`src/rtl/ceat_pkg.sv`:
```
`default_nettype none
package ceat_pkg;

  localparam int unsigned HYS_MUL = 328;

  typedef enum logic [1:0] {
    ACT_NONE  = 2'd0,
    ACT_SET   = 2'd1,
    ACT_CLEAR = 2'd2,
    ACT_ACK   = 2'd3
  } action_e;

  typedef enum logic [1:0] {
    KIND_HIGH = 2'd0,
    KIND_LOW  = 2'd1,
    KIND_COMM = 2'd2,
    KIND_OPEN = 2'd3
  } kind_e;

  typedef enum logic [1:0] {
    COND_MEAS    = 2'd0,
    COND_COMM    = 2'd1,
    COND_OPEN    = 2'd2,
    COND_INVALID = 2'd3
  } cond_e;

  typedef enum logic [1:0] {
    LV_NORMAL = 2'd0,
    LV_HIGH   = 2'd1,
    LV_LOW    = 2'd2
  } level_e;

  typedef enum logic [1:0] {
    CLS_ACK    = 2'd0,
    CLS_IGNORE = 2'd1,
    CLS_EVAL   = 2'd2
  } class_e;

  typedef enum logic [1:0] {
    ST_IDLE  = 2'd0,
    ST_EVAL  = 2'd1,
    ST_EMIT1 = 2'd2,
    ST_EMIT2 = 2'd3
  } state_e;

  typedef struct packed {
    class_e             cls;
    logic [3:0]         channel;
    cond_e              cond;
    logic signed [31:0] value;
    logic signed [31:0] alarm_high;
    logic signed [31:0] alarm_low;
    logic signed [26:0] hys;
  } item_t;

  typedef struct packed {
    action_e            action;
    logic [3:0]         channel;
    kind_e              kind;
    logic signed [31:0] value;
    logic [5:0]         acked_now;
    logic [4:0]         active;
    logic [5:0]         unacked;
    logic               last;
  } result_t;

endpackage
`default_nettype wire

```
`src/rtl/ceat_ram.sv`:
```
`default_nettype none
module ceat_ram #(
  parameter int WIDTH = 34,
  parameter int DEPTH = 32
) (
  input  wire logic                     clk_i,
  input  wire logic                     we_i,
  input  wire logic [$clog2(DEPTH)-1:0] waddr_i,
  input  wire logic [WIDTH-1:0]         wdata_i,
  input  wire logic [$clog2(DEPTH)-1:0] raddr_i,
  output logic      [WIDTH-1:0]         rdata_o
);

  logic [WIDTH-1:0] mem_q [DEPTH];

  always_ff @(posedge clk_i) begin
    if (we_i) begin
      mem_q[waddr_i] <= wdata_i;
    end
    rdata_o <= mem_q[raddr_i];
  end

endmodule
`default_nettype wire

```
`src/rtl/ceat_front.sv`:
```
`default_nettype none
module ceat_front #(
  parameter int CHANNELS = 16
) (
  input  wire logic               clk_i,
  input  wire logic               rst_ni,
  input  wire logic               in_valid_i,
  output logic                    in_stall_o,
  input  wire logic               mode_i,
  input  wire logic [3:0]         channel_i,
  input  wire logic [1:0]         condition_i,
  input  wire logic signed [31:0] value_i,
  input  wire logic signed [31:0] alarm_high_i,
  input  wire logic signed [31:0] alarm_low_i,
  input  wire logic signed [31:0] range_high_i,
  input  wire logic signed [31:0] range_low_i,
  output logic                    item_valid_o,
  output ceat_pkg::item_t         item_o,
  input  wire logic               pop_i
);

  localparam logic signed [42:0] HysMul = 43'(ceat_pkg::HYS_MUL);

  logic signed [32:0] span;
  logic signed [42:0] prod;
  ceat_pkg::item_t    item_in;
  ceat_pkg::item_t    slot_q [2];
  logic               wr_ptr_q, rd_ptr_q;
  logic [1:0]         cnt_q;
  logic               push, pop;

  always_comb begin
    span = 33'(range_high_i) - 33'(range_low_i);
    prod = 43'(span) * HysMul;
    item_in.channel    = channel_i;
    item_in.cond       = ceat_pkg::cond_e'(condition_i);
    item_in.value      = value_i;
    item_in.alarm_high = alarm_high_i;
    item_in.alarm_low  = alarm_low_i;
    item_in.hys        = prod[42:16];
    if (mode_i) begin
      item_in.cls = ceat_pkg::CLS_ACK;
    end else if (32'(channel_i) < CHANNELS) begin
      item_in.cls = ceat_pkg::CLS_EVAL;
    end else begin
      item_in.cls = ceat_pkg::CLS_IGNORE;
    end
  end

  assign in_stall_o   = (cnt_q == 2'd2);
  assign item_valid_o = (cnt_q != 2'd0);
  assign item_o       = slot_q[rd_ptr_q];
  assign push         = in_valid_i && !in_stall_o;
  assign pop          = pop_i && item_valid_o;

  always_ff @(posedge clk_i) begin
    if (push) begin
      slot_q[wr_ptr_q] <= item_in;
    end
  end

  always_ff @(posedge clk_i or negedge rst_ni) begin
    if (!rst_ni) begin
      wr_ptr_q <= 1'b0;
      rd_ptr_q <= 1'b0;
      cnt_q    <= 2'd0;
    end else begin
      if (push) wr_ptr_q <= !wr_ptr_q;
      if (pop) rd_ptr_q <= !rd_ptr_q;
      if (push && !pop) cnt_q <= cnt_q + 2'd1;
      else if (pop && !push) cnt_q <= cnt_q - 2'd1;
    end
  end

endmodule
`default_nettype wire

```
`src/rtl/ceat_back.sv`:
```
`default_nettype none
module ceat_back #(
  parameter int CHANNELS      = 16,
  parameter int HISTORY_DEPTH = 32
) (
  input  wire logic             clk_i,
  input  wire logic             rst_ni,
  input  wire logic             item_valid_i,
  input  wire ceat_pkg::item_t  item_i,
  output logic                  pop_o,
  output logic                  out_valid_o,
  input  wire logic             out_stall_i,
  output ceat_pkg::result_t     res_o
);

  localparam int NCH = (CHANNELS < 16) ? CHANNELS : 16;
  localparam int CW  = (NCH > 1) ? $clog2(NCH) : 1;
  localparam int AW  = $clog2(HISTORY_DEPTH);
  localparam int ACW = $clog2(NCH + 1);
  localparam int UCW = $clog2(HISTORY_DEPTH + 1);

  ceat_pkg::state_e   state_q, state_d;
  ceat_pkg::item_t    it_q;
  ceat_pkg::level_e   level_q [NCH];
  logic [AW-1:0]      open_q [NCH];
  logic [NCH-1:0]     open_v_q, open_v_d;
  logic [HISTORY_DEPTH-1:0] ack_q, clr_q, del_q;
  logic [AW-1:0]      wp_q;
  logic [UCW-1:0]     fill_q;
  logic [ACW-1:0]     active_q, active_d;
  logic [UCW-1:0]     unacked_q, unacked_d;
  ceat_pkg::result_t  r0_q, r1_q, r0_d, r1_d, clr_r, set_r, none_r;
  logic               two_q;
  logic               out_free;

  logic [33:0]        rdata;
  logic [CW-1:0]      ci;
  logic               ov;
  ceat_pkg::kind_e    okind;
  ceat_pkg::level_e   lv, ns, lv_d;
  logic [AW-1:0]      slot_c;
  logic               do_clr, do_set;
  ceat_pkg::kind_e    set_kind, fkind;
  logic signed [31:0] set_val;
  logic signed [33:0] v34, ahi_m, alo_p;
  logic [NCH-1:0]     v1, v2, match;
  logic               drop, counted;

  assign out_free = !out_valid_o || !out_stall_i;
  assign pop_o    = (state_q == ceat_pkg::ST_IDLE) && item_valid_i;

  ceat_ram #(.WIDTH(34), .DEPTH(HISTORY_DEPTH)) u_hist (
    .clk_i  (clk_i),
    .we_i   ((state_q == ceat_pkg::ST_EVAL) && do_set),
    .waddr_i(wp_q),
    .wdata_i({set_kind, set_val}),
    .raddr_i(open_q[item_i.channel[CW-1:0]]),
    .rdata_o(rdata)
  );

  always_comb begin
    ci     = it_q.channel[CW-1:0];
    ov     = open_v_q[ci];
    okind  = ceat_pkg::kind_e'(rdata[33:32]);
    lv     = level_q[ci];
    slot_c = open_q[ci];
    v34    = 34'(it_q.value);
    ahi_m  = 34'(it_q.alarm_high) - 34'(it_q.hys);
    alo_p  = 34'(it_q.alarm_low) + 34'(it_q.hys);
    do_clr   = 1'b0;
    do_set   = 1'b0;
    set_kind = ceat_pkg::KIND_HIGH;
    set_val  = '0;
    lv_d     = ceat_pkg::LV_NORMAL;
    ns       = ceat_pkg::LV_NORMAL;
    fkind    = (it_q.cond == ceat_pkg::COND_OPEN) ? ceat_pkg::KIND_OPEN : ceat_pkg::KIND_COMM;
    unique case (it_q.cond)
      ceat_pkg::COND_COMM, ceat_pkg::COND_OPEN: begin
        if (!ov || okind != fkind) begin
          do_clr   = ov;
          do_set   = 1'b1;
          set_kind = fkind;
        end
      end
      ceat_pkg::COND_INVALID: begin
        do_clr = ov;
      end
      ceat_pkg::COND_MEAS: begin
        if (v34 > 34'(it_q.alarm_high)) ns = ceat_pkg::LV_HIGH;
        else if (v34 < 34'(it_q.alarm_low)) ns = ceat_pkg::LV_LOW;
        else if (lv == ceat_pkg::LV_HIGH && v34 > ahi_m) ns = ceat_pkg::LV_HIGH;
        else if (lv == ceat_pkg::LV_LOW && v34 < alo_p) ns = ceat_pkg::LV_LOW;
        lv_d   = ns;
        do_clr = ov && okind[1];
        if (ns != lv) begin
          if (ns == ceat_pkg::LV_NORMAL) begin
            do_clr = ov;
          end else begin
            do_set   = 1'b1;
            set_kind = (ns == ceat_pkg::LV_HIGH) ? ceat_pkg::KIND_HIGH : ceat_pkg::KIND_LOW;
            set_val  = it_q.value;
          end
        end
      end
      default: ;
    endcase

    v1 = open_v_q;
    if (do_clr) v1[ci] = 1'b0;
    for (int i = 0; i < NCH; i++) begin
      match[i] = v1[i] && (open_q[i] == wp_q);
    end
    drop = |match;
    v2   = v1 & ~match;
    open_v_d = v1;
    active_d = active_q - ACW'(do_clr);
    if (do_set) begin
      open_v_d     = v2;
      open_v_d[ci] = 1'b1;
      active_d     = active_d - ACW'(drop) + ACW'(!v2[ci]);
    end
    counted   = (fill_q == UCW'(HISTORY_DEPTH)) && !ack_q[wp_q] && !del_q[wp_q];
    unacked_d = (do_set && !counted) ? unacked_q + UCW'(1) : unacked_q;

    clr_r.action    = ceat_pkg::ACT_CLEAR;
    clr_r.channel   = it_q.channel;
    clr_r.kind      = okind;
    clr_r.value     = rdata[31:0];
    clr_r.acked_now = '0;
    clr_r.active    = 5'(active_d);
    clr_r.unacked   = 6'(unacked_d);
    clr_r.last      = !do_set;
    set_r           = clr_r;
    set_r.action    = ceat_pkg::ACT_SET;
    set_r.kind      = set_kind;
    set_r.value     = set_val;
    set_r.last      = 1'b1;
    none_r          = clr_r;
    none_r.action   = ceat_pkg::ACT_NONE;
    none_r.kind     = ceat_pkg::KIND_HIGH;
    none_r.value    = '0;
    none_r.last     = 1'b1;
    r0_d = do_clr ? clr_r : (do_set ? set_r : none_r);
    r1_d = set_r;
  end

  always_comb begin
    state_d = state_q;
    unique case (state_q)
      ceat_pkg::ST_IDLE: begin
        if (item_valid_i) begin
          state_d = (item_i.cls == ceat_pkg::CLS_EVAL) ? ceat_pkg::ST_EVAL : ceat_pkg::ST_EMIT1;
        end
      end
      ceat_pkg::ST_EVAL:  state_d = ceat_pkg::ST_EMIT1;
      ceat_pkg::ST_EMIT1: begin
        if (out_free) state_d = two_q ? ceat_pkg::ST_EMIT2 : ceat_pkg::ST_IDLE;
      end
      ceat_pkg::ST_EMIT2: begin
        if (out_free) state_d = ceat_pkg::ST_IDLE;
      end
      default: state_d = ceat_pkg::ST_IDLE;
    endcase
  end

  always_ff @(posedge clk_i or negedge rst_ni) begin
    if (!rst_ni) begin
      state_q <= ceat_pkg::ST_IDLE;
    end else begin
      state_q <= state_d;
    end
  end

  always_ff @(posedge clk_i) begin
    if (pop_o) begin
      it_q                <= item_i;
      r0_q.action         <= (item_i.cls == ceat_pkg::CLS_ACK) ? ceat_pkg::ACT_ACK
                                                                 : ceat_pkg::ACT_NONE;
      r0_q.channel        <= (item_i.cls == ceat_pkg::CLS_ACK) ? 4'd0 : item_i.channel;
      r0_q.kind           <= ceat_pkg::KIND_HIGH;
      r0_q.value          <= '0;
      r0_q.acked_now      <= (item_i.cls == ceat_pkg::CLS_ACK) ? 6'(unacked_q) : 6'd0;
      r0_q.active         <= 5'(active_q);
      r0_q.unacked        <= (item_i.cls == ceat_pkg::CLS_ACK) ? 6'd0 : 6'(unacked_q);
      r0_q.last           <= 1'b1;
    end else if (state_q == ceat_pkg::ST_EVAL) begin
      r0_q <= r0_d;
      r1_q <= r1_d;
    end
    if (out_free && state_q == ceat_pkg::ST_EMIT1) res_o <= r0_q;
    else if (out_free && state_q == ceat_pkg::ST_EMIT2) res_o <= r1_q;
  end

  always_ff @(posedge clk_i or negedge rst_ni) begin
    if (!rst_ni) begin
      for (int i = 0; i < NCH; i++) begin
        level_q[i] <= ceat_pkg::LV_NORMAL;
        open_q[i]  <= '0;
      end
      open_v_q    <= '0;
      ack_q       <= '0;
      clr_q       <= '0;
      del_q       <= '0;
      wp_q        <= '0;
      fill_q      <= '0;
      active_q    <= '0;
      unacked_q   <= '0;
      two_q       <= 1'b0;
      out_valid_o <= 1'b0;
    end else begin
      if (out_free) begin
        out_valid_o <= (state_q == ceat_pkg::ST_EMIT1) || (state_q == ceat_pkg::ST_EMIT2);
      end
      if (pop_o) begin
        two_q <= 1'b0;
        if (item_i.cls == ceat_pkg::CLS_ACK) begin
          unacked_q <= '0;
          for (int i = 0; i < HISTORY_DEPTH; i++) begin
            if (UCW'(i) < fill_q) begin
              ack_q[i] <= 1'b1;
              if (clr_q[i]) del_q[i] <= 1'b1;
            end
          end
        end
      end else if (state_q == ceat_pkg::ST_EVAL) begin
        two_q       <= do_clr && do_set;
        level_q[ci] <= lv_d;
        open_v_q    <= open_v_d;
        active_q    <= active_d;
        unacked_q   <= unacked_d;
        if (do_clr) begin
          clr_q[slot_c] <= 1'b1;
          if (ack_q[slot_c]) del_q[slot_c] <= 1'b1;
        end
        if (do_set) begin
          ack_q[wp_q] <= 1'b0;
          clr_q[wp_q] <= 1'b0;
          del_q[wp_q] <= 1'b0;
          open_q[ci]  <= wp_q;
          wp_q        <= (wp_q == AW'(HISTORY_DEPTH - 1)) ? '0 : wp_q + AW'(1);
          if (fill_q < UCW'(HISTORY_DEPTH)) fill_q <= fill_q + UCW'(1);
        end
      end
    end
  end

endmodule
`default_nettype wire

```
`src/rtl/channel_alarm_event_tracker_unit.sv`:
```
// A 2-entry queue feeds the single back-end sequencer. A reading is evaluated
// with its history entry in ST_EVAL before its first result in ST_EMIT1;
// acknowledge-all and ignored items skip ST_EVAL, and a second result follows in
// ST_EMIT2. The sequencer pops only in ST_IDLE and waits on an output stall.
// Reset clears levels, open references, entry marks, pointer and counts at once;
// history payload is undefined until written, so no clearing pass is needed.
`default_nettype none
module channel_alarm_event_tracker_unit #(
  parameter int CHANNELS      = 16,
  parameter int HISTORY_DEPTH = 32
) (
  input  wire logic               clk_i,
  input  wire logic               rst_ni,
  input  wire logic               in_valid_i,
  output logic                    in_stall_o,
  input  wire logic               mode_i,
  input  wire logic [3:0]         channel_i,
  input  wire logic [1:0]         condition_i,
  input  wire logic signed [31:0] value_i,
  input  wire logic signed [31:0] alarm_high_i,
  input  wire logic signed [31:0] alarm_low_i,
  input  wire logic signed [31:0] range_high_i,
  input  wire logic signed [31:0] range_low_i,
  output logic                    out_valid_o,
  input  wire logic               out_stall_i,
  output logic [1:0]              action_o,
  output logic [3:0]              event_channel_o,
  output logic [1:0]              alarm_kind_o,
  output logic signed [31:0]      event_value_o,
  output logic [5:0]              acked_now_o,
  output logic [4:0]              active_alarms_o,
  output logic [5:0]              unacked_alarms_o,
  output logic                    last_o
);

  ceat_pkg::item_t   item;
  logic              item_valid, pop;
  ceat_pkg::result_t res;

  ceat_front #(.CHANNELS(CHANNELS)) u_front (
    .clk_i       (clk_i),
    .rst_ni      (rst_ni),
    .in_valid_i  (in_valid_i),
    .in_stall_o  (in_stall_o),
    .mode_i      (mode_i),
    .channel_i   (channel_i),
    .condition_i (condition_i),
    .value_i     (value_i),
    .alarm_high_i(alarm_high_i),
    .alarm_low_i (alarm_low_i),
    .range_high_i(range_high_i),
    .range_low_i (range_low_i),
    .item_valid_o(item_valid),
    .item_o      (item),
    .pop_i       (pop)
  );

  ceat_back #(.CHANNELS(CHANNELS), .HISTORY_DEPTH(HISTORY_DEPTH)) u_back (
    .clk_i       (clk_i),
    .rst_ni      (rst_ni),
    .item_valid_i(item_valid),
    .item_i      (item),
    .pop_o       (pop),
    .out_valid_o (out_valid_o),
    .out_stall_i (out_stall_i),
    .res_o       (res)
  );

  assign action_o         = res.action;
  assign event_channel_o  = res.channel;
  assign alarm_kind_o     = res.kind;
  assign event_value_o    = res.value;
  assign acked_now_o      = res.acked_now;
  assign active_alarms_o  = res.active;
  assign unacked_alarms_o = res.unacked;
  assign last_o           = res.last;

endmodule
`default_nettype wire
```
`config.mk`:
```
export PLATFORM = sky130hd
export DESIGN_NAME = channel_alarm_event_tracker_unit
export DESIGN_NICKNAME = d
export VERILOG_FILES = /design/src/rtl/ceat_pkg.sv /design/src/rtl/ceat_ram.sv /design/src/rtl/ceat_front.sv /design/src/rtl/ceat_back.sv /design/src/rtl/channel_alarm_event_tracker_unit.sv
export SDC_FILE = /design/constraint.sdc
export NUM_CORES = 2
export LEC_CHECK = 0
export BUFFER_PORTS_ARGS = -buffer_cell sky130_fd_sc_hd__buf_2
export CORE_MARGIN = 5
export CORE_UTILIZATION = 30
export CTS_CLUSTER_SIZE = 20
export DETAILED_ROUTE_END_ITERATION = 8
export GPL_ROUTABILITY_DRIVEN = 0
export PLACE_DENSITY_LB_ADDON = 0.05
export SYNTH_ARGS = -nofsm -noshare
export SYNTH_HDL_FRONTEND = slang
export SYNTH_SLANG_ARGS = --single-unit
```
`constraint.sdc`:
```
create_clock -name clk_i -period 9.1 [get_ports clk_i]
set_clock_uncertainty 0.2 [all_clocks]
set_input_delay 0.91 -clock clk_i [delete_from_list [all_inputs] [get_ports clk_i]]
set_output_delay 0.91 -clock clk_i [all_outputs]
set_load 0.05 [all_outputs]
```
==> reports/metrics.yaml <==
yosysMostFrequentCell: "edfxtp_1"
htreeDepth: 4
wl_per_cell_um: 26.93
route.vias.total: 51444
numCtsBuffers: 220
layout-drive-gt1-share_pct: 23.16
rsz0062_at_grt: "no"
p_leak_nw: 38.19
worstSetupStartpointType: "flip-flop"
synth.avg_cell_area_sq_um: 15.25
synth_edf_count: 1607
nNetsFinal: 6839
clk_latency_ns: 0.88
async_flop_share_pct: 13.16
crit_fanout: 5
fillCellCount: 28149
synth_top_cell_area_share_pct: 54.79
first_pass_iters: 6
syn_inst: 5775
ys_seq_area_share_pct: 63.57
p_per_area_nw_per_um2: 377.8
track_usage_pct: 18.14
cap_violations: 0
cts.sinks: 1930
coreArea_sq_um: 293100
drtIter0Drc: 3857
min_period_ns: 8.540
post-dp-hpwl_um: 176400
status: "finished, final reports clean"
grt_max_degree: 136
cp_data_required_time_ns: 9.59
hp-class: "in -> reg"
final-max-slew-violation-count: 0
initial_utilization_pct: 30.05
whs_ns: 0.09345
hold_viol: 0
max_freq_ghz: 0.1171
overflow: 0
hold_path_depth: 1
ys_types: 99
syn_to_final_growth_pct: 17.45
yosys_warnings: 0
setup_violations: 0
netlist_area_sq_um: 88080
rows: 199
die_w_um: 551.8
worst_pin_slew_ns: 1.301
worst-setup-path-type: "reg -> reg"
crit_slowest_cell: "or4_1"
cts_tree: "yes"
viasPerCell: 4.942
synth-seq-cells: 1930
ys.flop_type: "edfxtp_1"
cp.arrival_ns: 9.03
grt_pass1_vias: 53945
yosys-top-cells-area: "edfxtp_1 55%, mux4_2 7.4%, dfrtp_1 7.2%"
synth_common_cells: "1607 x edfxtp_1, 343 x ha_1, 333 x mux2_2"
r2r_cells: 41
postRouteAntennaNets: 0
drcViolationCount: 0
synth_area_leader_cell: "edfxtp_1"
die_height_um: 551.8
clk_pin_slew_worst_paths_ns: 0.06
path_common_cell: "inv_1"
grt_pass1_wl_um: 399700
root_buffer: "clkbuf_16"
fin_crit_sh_pct: 93.85
die_area_sq_um: 304500
max_slew_margin_pct: 12.48
antenna_found_initial: 40
clockBufferDepth: 4
peakVddDrop_mv: 0.2984
crit_path_end_kind: "flip-flop"
portBuffers: 230
io_pins: 231
power_mw: 39.08
slowest_delay_ns: 0.53
wirelength_um: 280400
syn-num-nets: 6325
==> kinds of logic after synthesis <==
| family | count (synthesis) | synth area share, % |
|---|---|---|
| compound gates | 909 | 6.824 |
| xor+xnor | 209 | 2.078 |
| fa+ha+maj | 379 | 5.691 |
| buf+inv | 568 | 2.664 |
| flops | 1930 | 63.57 |
| mux | 749 | 13.52 |
| simple gates | 1031 | 5.650 |
==> placed cells by master, fill, tap and decap left out, types with 20 or more instances in the layout <==
cell,instances
clkbuf_8,26
nand2b_1,41
nand2_1,319
mux2i_1,92
buf_12,48
nor2b_1,28
a211oi_1,28
and3_1,49
nor3_1,69
mux4_1,20
buf_4,168
xnor2_1,127
nor2_1,245
dfxtp_1,69
ha_1,342
a31oi_1,47
clkbuf_1,72
clkinv_2,30
a21oi_1,277
xor2_1,82
a21o_1,106
mux2_2,333
o21a_1,23
o21ai_0,133
edfxtp_1,1607
fa_1,36
inv_1,311
buf_2,229
nand4_1,30
dfrtp_1,251
and2_1,44
nand3_1,78
a222oi_1,32
clkbuf_16,224
o211ai_1,51
dlygate4sd3_1,94
clkinv_1,31
mux4_2,290
==> critical path, delay by kind of cell (launching register included) <==
family | cells | cell delay, ns
adder cells (fa/ha/maj) | 6 | 1.60
AND/OR/NAND/NOR | 8 | 1.75
buffers and inverters | 7 | 0.53
AO/OA/AOI/OAI | 18 | 3.50
flip-flops | 1 | 0.39
XOR/XNOR | 2 | 0.36
==> registers in the layout, indices dropped and copies added (netlist names), 4 cells and up <==
register / flops
u_back.res_o: 58
u_back.open_v_q: 16
u_back.u_hist.rdata_o: 34
u_back.clr_q: 32
u_back.u_hist.mem_q: 1088
u_front.slot_q: 260
u_back.fill_q: 6
u_back.ci: 4
u_back.wp_q: 5
u_back.level_q: 32
u_back.open_q: 80
u_back.ack_q: 32
u_back.active_q: 5
u_back.del_q: 32
u_back.r1_q: 49
u_back.r0_q: 58
u_back.unacked_q: 6
u_back.it_q: 125
==> where the power goes <==
group,switching (mW),internal [mW],leakage [nW]
Sequential,0.935,12.0,18.8
Combinational,10.6,6.98,16.0
Clock,3.65,4.93,3.36
Total,15.2,23.9,38.2
==> metrics by stage <==
stage                     utilization (%)  worst slack [ns]  cells   TNS, ns  cell area [sq um]
after floorplan                         -            0.1597   5775         0              88080
after global placement              32.58           -0.1065   9892   -0.1411              95480
after detailed placement            32.58          -0.07128   9892  -0.07128              95480
after CTS                           35.26           0.01808  10391         0             103300
after global routing                35.29          0.002384  10398         0             103400
final                               35.30            0.5599  10409         0             103400
==> path summary, 6_finish.rpt <==
check	from	slack, ns	end
max	u_back.it_q[59]	0.56	u_back.r0_q[11]
min	alarm_low_i[0]	0.09	u_front.slot_q[1][27]
max reg2reg	u_back.it_q[59]	0.56	u_back.r0_q[11]
min reg2reg	u_back.u_hist.rdata_o[9]	0.25	u_back.r0_q[27]
max in group asynchronous	rst_ni	6.07	u_back.open_q[60]
min in group asynchronous	rst_ni	0.49	u_back.unacked_q[2]
==> per-layer routing <==
layer	track usage (%)	wire length, um	vias to the layer above
li1	-	-	23332
met1	25.08	127000	26561
met2	29.82	133100	1197
met3	2.675	12860	352
met4	4.950	7405	2
met5	0	13	-
==> area by class of cell <==
class | count | area [sq um] | share of cell area [%]
tap | 3919 | 4903 | 4.740
clock inverter | 83 | 648.1 | 0.6265
antenna | 18 | 45.04 | 0.04354
timing repair buffer | 540 | 4324 | 4.180
sequential | 1930 | 56000 | 54.13
multi-input combinational | 3277 | 30080 | 29.08
clock buffer | 322 | 6233 | 6.026
inverter | 320 | 1214 | 1.173
==> timing repair <==
action                     in CTS  in global routing
setup endpoints to repair       2                  4
buffers inserted                0                  0
pin swaps                       0                  4
hold endpoints to repair      272                  0
hold buffers                   94                  0
resized for setup               4                 19
Note: power is estimated with default switching activity, not from simulation.
